==> src/sv/slcfr_pkg.sv <==
`default_nettype none

package slcfr_pkg;

    // frame buffer size and derived widths
    localparam int BUFFER_DEPTH = 64;
    localparam int CNT_W        = $clog2(BUFFER_DEPTH + 1);
    localparam int IDX_W        = 6;
    localparam int BYTE_W       = 8;
    localparam int CMP_W        = (CNT_W + 1 > BYTE_W + 1) ? CNT_W + 1 : BYTE_W + 1;

    // length byte position and minimum count before the length check
    localparam int LEN_POS       = 3;
    localparam int MIN_CHECK_CNT = 4;

    // configuration register reset values
    localparam logic [BYTE_W-1:0] SYNC_FIRST_RST   = 8'h55;
    localparam logic [BYTE_W-1:0] SYNC_SECOND_RST  = 8'hAA;
    localparam logic [BYTE_W-1:0] TRAIL_FIRST_RST  = 8'h0D;
    localparam logic [BYTE_W-1:0] TRAIL_SECOND_RST = 8'h0A;

    localparam int CFG_ADDR_W = 2;

    typedef enum logic [CFG_ADDR_W-1:0] {
        CFG_SYNC_FIRST   = 2'd0,
        CFG_SYNC_SECOND  = 2'd1,
        CFG_TRAIL_FIRST  = 2'd2,
        CFG_TRAIL_SECOND = 2'd3
    } t_cfg_idx;

    typedef struct packed {
        logic [BYTE_W-1:0] sync_first;
        logic [BYTE_W-1:0] sync_second;
        logic [BYTE_W-1:0] trail_first;
        logic [BYTE_W-1:0] trail_second;
    } t_cfg;

    typedef struct packed {
        logic              held;
        logic              frame_abort;
        logic              frame_done;
        logic [BYTE_W-1:0] store_byte;
        logic [IDX_W-1:0]  store_index;
        logic              store_valid;
    } t_result;

    localparam int RES_W      = $bits(t_result);
    localparam int OUT_DATA_W = ((RES_W + 7) / 8) * 8;

endpackage

`default_nettype wire

==> src/sv/slcfr_cfg.sv <==
`default_nettype none

module slcfr_cfg (
    input  wire logic                            i_clk,
    input  wire logic                            i_rst_n,
    input  wire logic                            i_cfg_we,
    input  wire logic [slcfr_pkg::CFG_ADDR_W-1:0] i_cfg_addr,
    input  wire logic [slcfr_pkg::BYTE_W-1:0]     i_cfg_wdata,
    output slcfr_pkg::t_cfg                       o_cfg
);

    slcfr_pkg::t_cfg r_cfg;

    always_ff @(posedge i_clk) begin
        if (!i_rst_n) begin
            r_cfg.sync_first   <= slcfr_pkg::SYNC_FIRST_RST;
            r_cfg.sync_second  <= slcfr_pkg::SYNC_SECOND_RST;
            r_cfg.trail_first  <= slcfr_pkg::TRAIL_FIRST_RST;
            r_cfg.trail_second <= slcfr_pkg::TRAIL_SECOND_RST;
        end else if (i_cfg_we) begin
            unique case (slcfr_pkg::t_cfg_idx'(i_cfg_addr))
                slcfr_pkg::CFG_SYNC_FIRST:   r_cfg.sync_first   <= i_cfg_wdata;
                slcfr_pkg::CFG_SYNC_SECOND:  r_cfg.sync_second  <= i_cfg_wdata;
                slcfr_pkg::CFG_TRAIL_FIRST:  r_cfg.trail_first  <= i_cfg_wdata;
                slcfr_pkg::CFG_TRAIL_SECOND: r_cfg.trail_second <= i_cfg_wdata;
            endcase
        end
    end

    assign o_cfg = r_cfg;

endmodule

`default_nettype wire

==> src/sv/slcfr_step.sv <==
`default_nettype none

module slcfr_step (
    input  wire logic                        i_clk,
    input  wire logic                        i_rst_n,
    input  wire slcfr_pkg::t_cfg             i_cfg,
    input  wire logic                        i_accept,
    input  wire logic                        i_mode,
    input  wire logic [slcfr_pkg::BYTE_W-1:0] i_byte,
    input  wire logic                        i_advance,
    output logic                             o_in_valid,
    output slcfr_pkg::t_result               o_res
);

    typedef enum logic [1:0] {
        PH_HUNT  = 2'd0,
        PH_SYNC1 = 2'd1,
        PH_BODY  = 2'd2,
        PH_TRAIL = 2'd3
    } t_phase;

    localparam int CNT_W = slcfr_pkg::CNT_W;
    localparam int CMP_W = slcfr_pkg::CMP_W;

    // input register
    logic                        r_in_valid;
    logic                        r_in_mode;
    logic [slcfr_pkg::BYTE_W-1:0] r_in_byte;

    // frame state
    t_phase                       r_phase, n_phase;
    logic [CNT_W-1:0]             r_count, n_count;
    logic [slcfr_pkg::BYTE_W-1:0] r_len, n_len;
    logic                         r_held, n_held;

    logic [CNT_W-1:0]  cnt_inc;
    logic [CMP_W-1:0]  cnt_next_cmp;
    slcfr_pkg::t_result res;

    always_ff @(posedge i_clk) begin
        if (!i_rst_n) begin
            r_in_valid <= 1'b0;
        end else if (i_accept) begin
            r_in_valid <= 1'b1;
        end else if (i_advance) begin
            r_in_valid <= 1'b0;
        end
    end

    always_ff @(posedge i_clk) begin
        if (i_accept) begin
            r_in_mode <= i_mode;
            r_in_byte <= i_byte;
        end
    end

    always_comb begin
        n_phase      = r_phase;
        n_count      = r_count;
        n_len        = r_len;
        n_held       = r_held;
        res          = '0;
        cnt_inc      = r_count + CNT_W'(1);
        // this byte's position plus two, compared against the length byte
        cnt_next_cmp = CMP_W'(r_count) + CMP_W'(2);

        if (r_in_mode) begin
            n_held = 1'b0;
        end else if (!r_held) begin
            unique case (r_phase)
                PH_HUNT: begin
                    if (r_in_byte == i_cfg.sync_first) begin
                        res.store_valid = 1'b1;
                        res.store_byte  = r_in_byte;
                        n_count         = CNT_W'(1);
                        n_phase         = PH_SYNC1;
                    end
                end
                PH_SYNC1: begin
                    priority if (r_in_byte == i_cfg.sync_second) begin
                        res.store_valid = 1'b1;
                        res.store_index = slcfr_pkg::IDX_W'(1);
                        res.store_byte  = r_in_byte;
                        n_count         = CNT_W'(2);
                        n_phase         = PH_BODY;
                    end else if (r_in_byte == i_cfg.sync_first) begin
                        // repeated first sync restarts at position zero
                        res.store_valid = 1'b1;
                        res.store_byte  = r_in_byte;
                        n_count         = CNT_W'(1);
                    end else begin
                        res.frame_abort = 1'b1;
                        n_count         = '0;
                        n_phase         = PH_HUNT;
                    end
                end
                PH_BODY, PH_TRAIL: begin
                    if (r_count >= CNT_W'(slcfr_pkg::BUFFER_DEPTH)) begin
                        // overrun
                        res.frame_abort = 1'b1;
                        n_count         = '0;
                        n_phase         = PH_HUNT;
                    end else begin
                        res.store_valid = 1'b1;
                        res.store_index = r_count[slcfr_pkg::IDX_W-1:0];
                        res.store_byte  = r_in_byte;
                        if (r_count == CNT_W'(slcfr_pkg::LEN_POS)) begin
                            n_len = r_in_byte;
                        end
                        n_count = cnt_inc;
                        if (r_phase == PH_BODY) begin
                            if (cnt_inc >= CNT_W'(slcfr_pkg::MIN_CHECK_CNT) &&
                                cnt_next_cmp == CMP_W'(n_len)) begin
                                if (r_in_byte == i_cfg.trail_first) begin
                                    n_phase = PH_TRAIL;
                                end else begin
                                    res.frame_abort = 1'b1;
                                    n_count         = '0;
                                    n_phase         = PH_HUNT;
                                end
                            end
                        end else begin
                            if (r_in_byte == i_cfg.trail_second) begin
                                res.frame_done = 1'b1;
                                n_held         = 1'b1;
                            end else begin
                                res.frame_abort = 1'b1;
                            end
                            n_count = '0;
                            n_phase = PH_HUNT;
                        end
                    end
                end
            endcase
        end
        res.held = n_held;
    end

    always_ff @(posedge i_clk) begin
        if (!i_rst_n) begin
            r_phase <= PH_HUNT;
            r_count <= '0;
            r_len   <= '0;
            r_held  <= 1'b0;
        end else if (i_advance) begin
            r_phase <= n_phase;
            r_count <= n_count;
            r_len   <= n_len;
            r_held  <= n_held;
        end
    end

    assign o_in_valid = r_in_valid;
    assign o_res      = res;

`ifndef SYNTHESIS
    a_held_hunts: assert property (@(posedge i_clk) disable iff (!i_rst_n)
        r_held |-> (r_phase == PH_HUNT))
        else $error("held frame while not hunting");

    a_hunt_empty: assert property (@(posedge i_clk) disable iff (!i_rst_n)
        (r_phase == PH_HUNT) |-> (r_count == '0))
        else $error("stored count not cleared while hunting");

    a_count_bound: assert property (@(posedge i_clk) disable iff (!i_rst_n)
        r_count <= CNT_W'(slcfr_pkg::BUFFER_DEPTH))
        else $error("stored count beyond buffer depth");

    a_done_holds: assert property (@(posedge i_clk) disable iff (!i_rst_n)
        (i_advance && res.frame_done) |=> r_held)
        else $error("completed frame not held");
`endif

endmodule

`default_nettype wire

==> src/sv/slcfr_out.sv <==
`default_nettype none

module slcfr_out (
    input  wire logic         i_clk,
    input  wire logic         i_rst_n,
    input  wire logic         i_load,
    input  wire slcfr_pkg::t_result i_res,
    input  wire logic         i_ready,
    output logic              o_can_take,
    output logic              o_valid,
    output slcfr_pkg::t_result o_res
);

    logic               r_valid;
    slcfr_pkg::t_result r_res;

    assign o_can_take = !r_valid || i_ready;

    always_ff @(posedge i_clk) begin
        if (!i_rst_n) begin
            r_valid <= 1'b0;
        end else if (i_load) begin
            r_valid <= 1'b1;
        end else if (i_ready) begin
            r_valid <= 1'b0;
        end
    end

    always_ff @(posedge i_clk) begin
        if (i_load) begin
            r_res <= i_res;
        end
    end

    assign o_valid = r_valid;
    assign o_res   = r_res;

endmodule

`default_nettype wire

==> src/sv/sync_length_crlf_frame_receiver.sv <==
// path: an accepted byte sits in the input register, and its result moves into the
//   output register once that one has room and transfers from there
// throughput: one byte per cycle; the result register frees itself in the same cycle
//   that its transfer is taken, so stalls only come from the downstream side
// reset: synchronous active-low i_rst_n clears the handshake, the frame state and
//   loads the sync and trailer registers with 0x55, 0xaa, 0x0d, 0x0a
`default_nettype none

module sync_length_crlf_frame_receiver (
    input  wire logic                                i_clk,
    input  wire logic                                i_rst_n,

    // configuration writes
    input  wire logic                                i_cfg_we,
    input  wire logic [slcfr_pkg::CFG_ADDR_W-1:0]    i_cfg_addr,
    input  wire logic [slcfr_pkg::BYTE_W-1:0]        i_cfg_wdata,

    // received bytes
    input  wire logic                                s_axis_tvalid,
    output logic                                     s_axis_tready,
    input  wire logic [slcfr_pkg::BYTE_W-1:0]        s_axis_tdata,  // rx_byte
    input  wire logic                                s_axis_tuser,  // mode

    // per-byte results
    output logic                                     m_axis_tvalid,
    input  wire logic                                m_axis_tready,
    // store_valid, store_index, store_byte, frame_done, frame_abort, held, zero pad
    output logic [slcfr_pkg::OUT_DATA_W-1:0]         m_axis_tdata
);

    slcfr_pkg::t_cfg    cfg;
    slcfr_pkg::t_result step_res;
    slcfr_pkg::t_result out_res;

    logic in_accept;
    logic in_valid;
    logic out_can_take;
    logic advance;

    // input register moves into the result register whenever that one has room
    assign advance       = in_valid && out_can_take;
    assign s_axis_tready = !in_valid || out_can_take;
    assign in_accept     = s_axis_tvalid && s_axis_tready;

    slcfr_cfg u_cfg (
        .i_clk       (i_clk),
        .i_rst_n     (i_rst_n),
        .i_cfg_we    (i_cfg_we),
        .i_cfg_addr  (i_cfg_addr),
        .i_cfg_wdata (i_cfg_wdata),
        .o_cfg       (cfg)
    );

    // frame state and per-byte decision
    slcfr_step u_step (
        .i_clk      (i_clk),
        .i_rst_n    (i_rst_n),
        .i_cfg      (cfg),
        .i_accept   (in_accept),
        .i_mode     (s_axis_tuser),
        .i_byte     (s_axis_tdata),
        .i_advance  (advance),
        .o_in_valid (in_valid),
        .o_res      (step_res)
    );

    // result register
    slcfr_out u_out (
        .i_clk      (i_clk),
        .i_rst_n    (i_rst_n),
        .i_load     (advance),
        .i_res      (step_res),
        .i_ready    (m_axis_tready),
        .o_can_take (out_can_take),
        .o_valid    (m_axis_tvalid),
        .o_res      (out_res)
    );

    // struct is declared high field first, so its packed bits already put
    // store_valid at bit zero
    assign m_axis_tdata = slcfr_pkg::OUT_DATA_W'(out_res);

endmodule

`default_nettype wire

==> config.mk <==
export PLATFORM = sky130hd
export DESIGN_NAME = sync_length_crlf_frame_receiver
export DESIGN_NICKNAME = d
export VERILOG_FILES = /design/src/sv/slcfr_pkg.sv /design/src/sv/slcfr_cfg.sv /design/src/sv/slcfr_step.sv /design/src/sv/slcfr_out.sv /design/src/sv/sync_length_crlf_frame_receiver.sv
export SDC_FILE = /design/constraint.sdc
export NUM_CORES = 1
export LEC_CHECK = 0
export BUFFER_PORTS_ARGS = -buffer_cell sky130_fd_sc_hd__buf_2
export CORE_UTILIZATION = 45
export DETAILED_ROUTE_END_ITERATION = 10
export GPL_ROUTABILITY_DRIVEN = 0
export GPL_TIMING_DRIVEN = 0
export SLEW_MARGIN = 20
export SYNTH_ARGS = -nofsm -noshare
export SYNTH_HDL_FRONTEND = slang
export SYNTH_HIERARCHICAL = 1
export SYNTH_SLANG_ARGS = --single-unit
==> constraint.sdc <==
create_clock -name i_clk -period 3.2 [get_ports i_clk]
set_input_delay 0.64 -clock i_clk [delete_from_list [all_inputs] [get_ports i_clk]]
set_output_delay 0.64 -clock i_clk [all_outputs]
set_load 0.01 [all_outputs]
==> results.txt <==
Die height: 97.0 µm
Worst slack, placed: 0.209 ns
Top FF cell, synth: dfxtp_1
Final WL: 8790 µm
Number of flops mapped to enable cells by yosys: 27
Area of the multi-input gates: 0.00201 mm²
Worst IR Drop VDD: 0.256 mV
Synth top cells by count: dfxtp_1 (52), mux2i_1 (44), nand2_1 (42)
Final worst-path cycle share: 0.907
R2r setup slk: 0.30 ns
DR WL/cell: 15.3 µm
Clock Path Buffers: 2
Mean Syn Cell Area: 10.0 µm²
Largest cells by area after synthesis: dfxtp_1 (26%), edfxtp_1 (20%), mux2i_1 (11%), xnor2_1 (6.9%), nand2_1 (3.9%)
Slew @ Worst Pin: 0.743 ns
Initial core utilization: 0.465
Global-route wire length before repair: 14700 µm
Crit-path cells: ha_1 > nor4b_4 > nand2_4 > mux2_4 > o21ai_1 > nand4_1 > or4_1 > buf_2 > o21ai_2 > o211a_1
Postcts setup bufs: 0
Clk sinks: 79
Fin Setup TNS: 0 ns
CP peak stage delay: 0.51 ns
Count leader, synth: dfxtp_1
Critical path's slowest cell: or4_1
Endpoints failing setup: 0
Nets: 488
Post-layout minimum cycle time: 2.90 ns
Family with the most delay on the worst path: simple AND/OR/NAND/NOR gates
Vias per inst: 5.18
Largest net degree at the start of global routing: 25
# IOs: 50
Hold Path Class: primary input to flop
Fillcell total: 805
CP Class: flop to flop
Crit path depth: 10
Die ar.: 0.00940 mm²
Post-Syn Area: 0.00406 mm²
Post-synthesis sequential area ratio: 0.456
Critical path arrival: 3.13 ns
Slew HR: 0.500
Max-cap viol count: 0
Worst Setup SP: u_step/r_count[0]
Yosys reg bits: 79
# port buffers: 40
Htree depth: 3
Core area: 0.00872 mm²
Post-DP HPWL: 6390 µm
Post-Syn Instances: 404
Yosys Warn Count: 6
DRC errors left: 0
Final-report hold violation count: 0
Diode count: 0
Setup crit end kind: flop
GRT Resource Usage Total: 0.202
Vias in the first global route: 2968
Layout Skew: 0.00941 ns
Crit path capture: u_out/o_res[16]
Detailed Route Iter0 Violations: 86
Area share of the largest cell type after synthesis: 0.257
Critical Path Fanout Max: 8
Antenna Violating Nets Remaining: 0
Total global routing overflow: 0
RSZ-0062 raised after global routing: false
Number of distinct library cells after synthesis: 54
Max Fclk: 344 MHz
Worst-skew pair later-pin latency: 0.36 ns
1st-pass router iterations: 4
Die W: 97.0 µm
Vias: 2968
Bufs and invs on worst path: 1
Leak: 1.94 nW
Power per cell area: 420 mW/mm²
Slew Limit Fails: 0
Worst setup SP type: flop
Worst reg2reg path depth: 10
FF-to-FF Start: u_step/r_count[0]
Initial antenna violation count: 0
Area grow syn2layout: 13.2%
CTS root buf: clkbuf_8
Req. time, crit path: 3.43 ns
Inserted Clock Buffers: 9
Reg area: 0.00185 mm²
Fraction of registers with async set or reset after synthesis: 0
Worst R2R End: u_out/o_res[16]
Setup WS post-layout: 0.297 ns
Outcome: complete, no violations
Share of layout cells above drive strength 1: 0.178
Clock-pin slew on the worst setup and hold paths: 0.09 ns
CTS tree: done
# rows: 34
Leading area contributor after synthesis: dfxtp_1
-- what timing repair did --
item,in CTS,in global routing
setup endpoints to repair,0,7
hold buffers,0,0
hold endpoints to repair,0,0
gates resized for setup,0,1
-- worst min-delay path by stage --
stage	from	to	slack, ns	depth (start not counted)
floorplan	u_cfg/o_cfg[13]	u_cfg/o_cfg[13]	0.45	2
global placement	u_cfg/o_cfg[18]	u_cfg/o_cfg[18]	0.46	2
detailed placement	u_cfg/o_cfg[31]	u_cfg/o_cfg[31]	0.46	2
CTS	s_axis_tdata[4]	u_step/r_in_byte[4]	0.43	1
global route	s_axis_tdata[4]	u_step/r_in_byte[4]	0.43	1
finish	s_axis_tdata[4]	u_step/r_in_byte[4]	0.45	1
-- worst reg2reg max path, stage by stage, from the launching register on --
cell	delay [ns]
dfxtp_1	0.46
ha_1	0.30
nor4b_4	0.31
nand2_4	0.17
mux2_4	0.32
o21ai_1	0.12
nand4_1	0.11
or4_1	0.51
buf_2	0.19
o21ai_2	0.13
o211a_1	0.16
-- state kept, by name (all words and copies together) (netlist names) --
| signal | cells |
|---|---|
| u_step/r_held | 1 |
| u_out/o_valid | 1 |
| u_step/r_phase | 2 |
| u_step/r_len | 8 |
| u_step/r_in_mode | 1 |
| u_cfg/o_cfg | 32 |
| u_step/r_in_byte | 8 |
| u_step/r_count | 7 |
| u_step/o_in_valid | 1 |
| u_out/o_res | 18 |
-- stage by stage --
| step | cell area [µm²] | cells | total power, W | hold slack [ns] | utilization |
|---|---|---|---|---|---|
| 5_1_grt | 4590 | 573 | 0.00201 | 0.426 | 0.527 |
| 3_3_place_gp | 4410 | 557 | 0.00129 | 0.455 | 0.506 |
| 3_5_place_dp | 4410 | 557 | 0.00129 | 0.461 | 0.506 |
| 4_1_cts | 4580 | 573 | 0.00195 | 0.427 | 0.526 |
| 2_1_floorplan | 4080 | 409 | 0.00123 | 0.448 | - |
| 6_report | 4590 | 573 | 0.00193 | 0.451 | 0.527 |
-- cell families after synthesis --
| family | synth area share |
|---|---|
| compound gates | 0.0607 |
| xor+xnor | 0.0950 |
| fa+ha+maj | 0.0123 |
| buf+inv | 0.0546 |
| flops | 0.456 |
| mux | 0.112 |
| other cells | 0.000924 |
| simple gates | 0.208 |
-- layer usage --
layer,GRT usage,vias up,routed length (µm)
met3,0.0405,16,324
li1,-,1494,-
met4,0.0999,0,216
met1,0.247,1387,3960
met5,0,-,0
met2,0.337,71,4280
-- cells in the final DEF (no fill, tap or decap), drive strengths merged, types with 4 or more instances in the layout --
master / netlist / routed
a21oi: 9 / 9
and2: 13 / 13
and3: 5 / 5
buf: 16 / 56
clkbuf: 20 / 29
clkinv: 1 / 5
conb: 1 / 6
dfxtp: 52 / 52
edfxtp: 27 / 27
ha: 4 / 4
inv: 9 / 10
mux2i: 44 / 44
nand2: 43 / 43
nand2b: 4 / 4
nand3: 6 / 6
nand4: 11 / 11
nor2: 23 / 23
nor2b: 17 / 17
nor3: 8 / 8
nor4: 4 / 4
o211ai: 8 / 8
o21ai: 4 / 4
xnor2: 32 / 32
xor2: 12 / 12
-- area by class of cell --
| type | count | area share |
|---|---|---|
| Clock inverter | 7 | 0.0106 |
| Inverter | 10 | 0.00817 |
| Clock buffer | 9 | 0.0270 |
| Multi-Input combinational cell | 284 | 0.438 |
| Sequential cell | 79 | 0.404 |
| Tap cell | 108 | 0.0294 |
| Timing Repair Buffer | 40 | 0.0436 |
| Buffer | 36 | 0.0401 |
-- report_power, final --
part           leakage [nW]  switching [W]  internal (W)  total (W)
logic                  1.16       0.000103     0.0000757   0.000179
registers             0.693      0.0000165       0.00107    0.00109
clock network        0.0809       0.000380      0.000281   0.000661
Note: power is estimated with default switching activity, not from simulation.
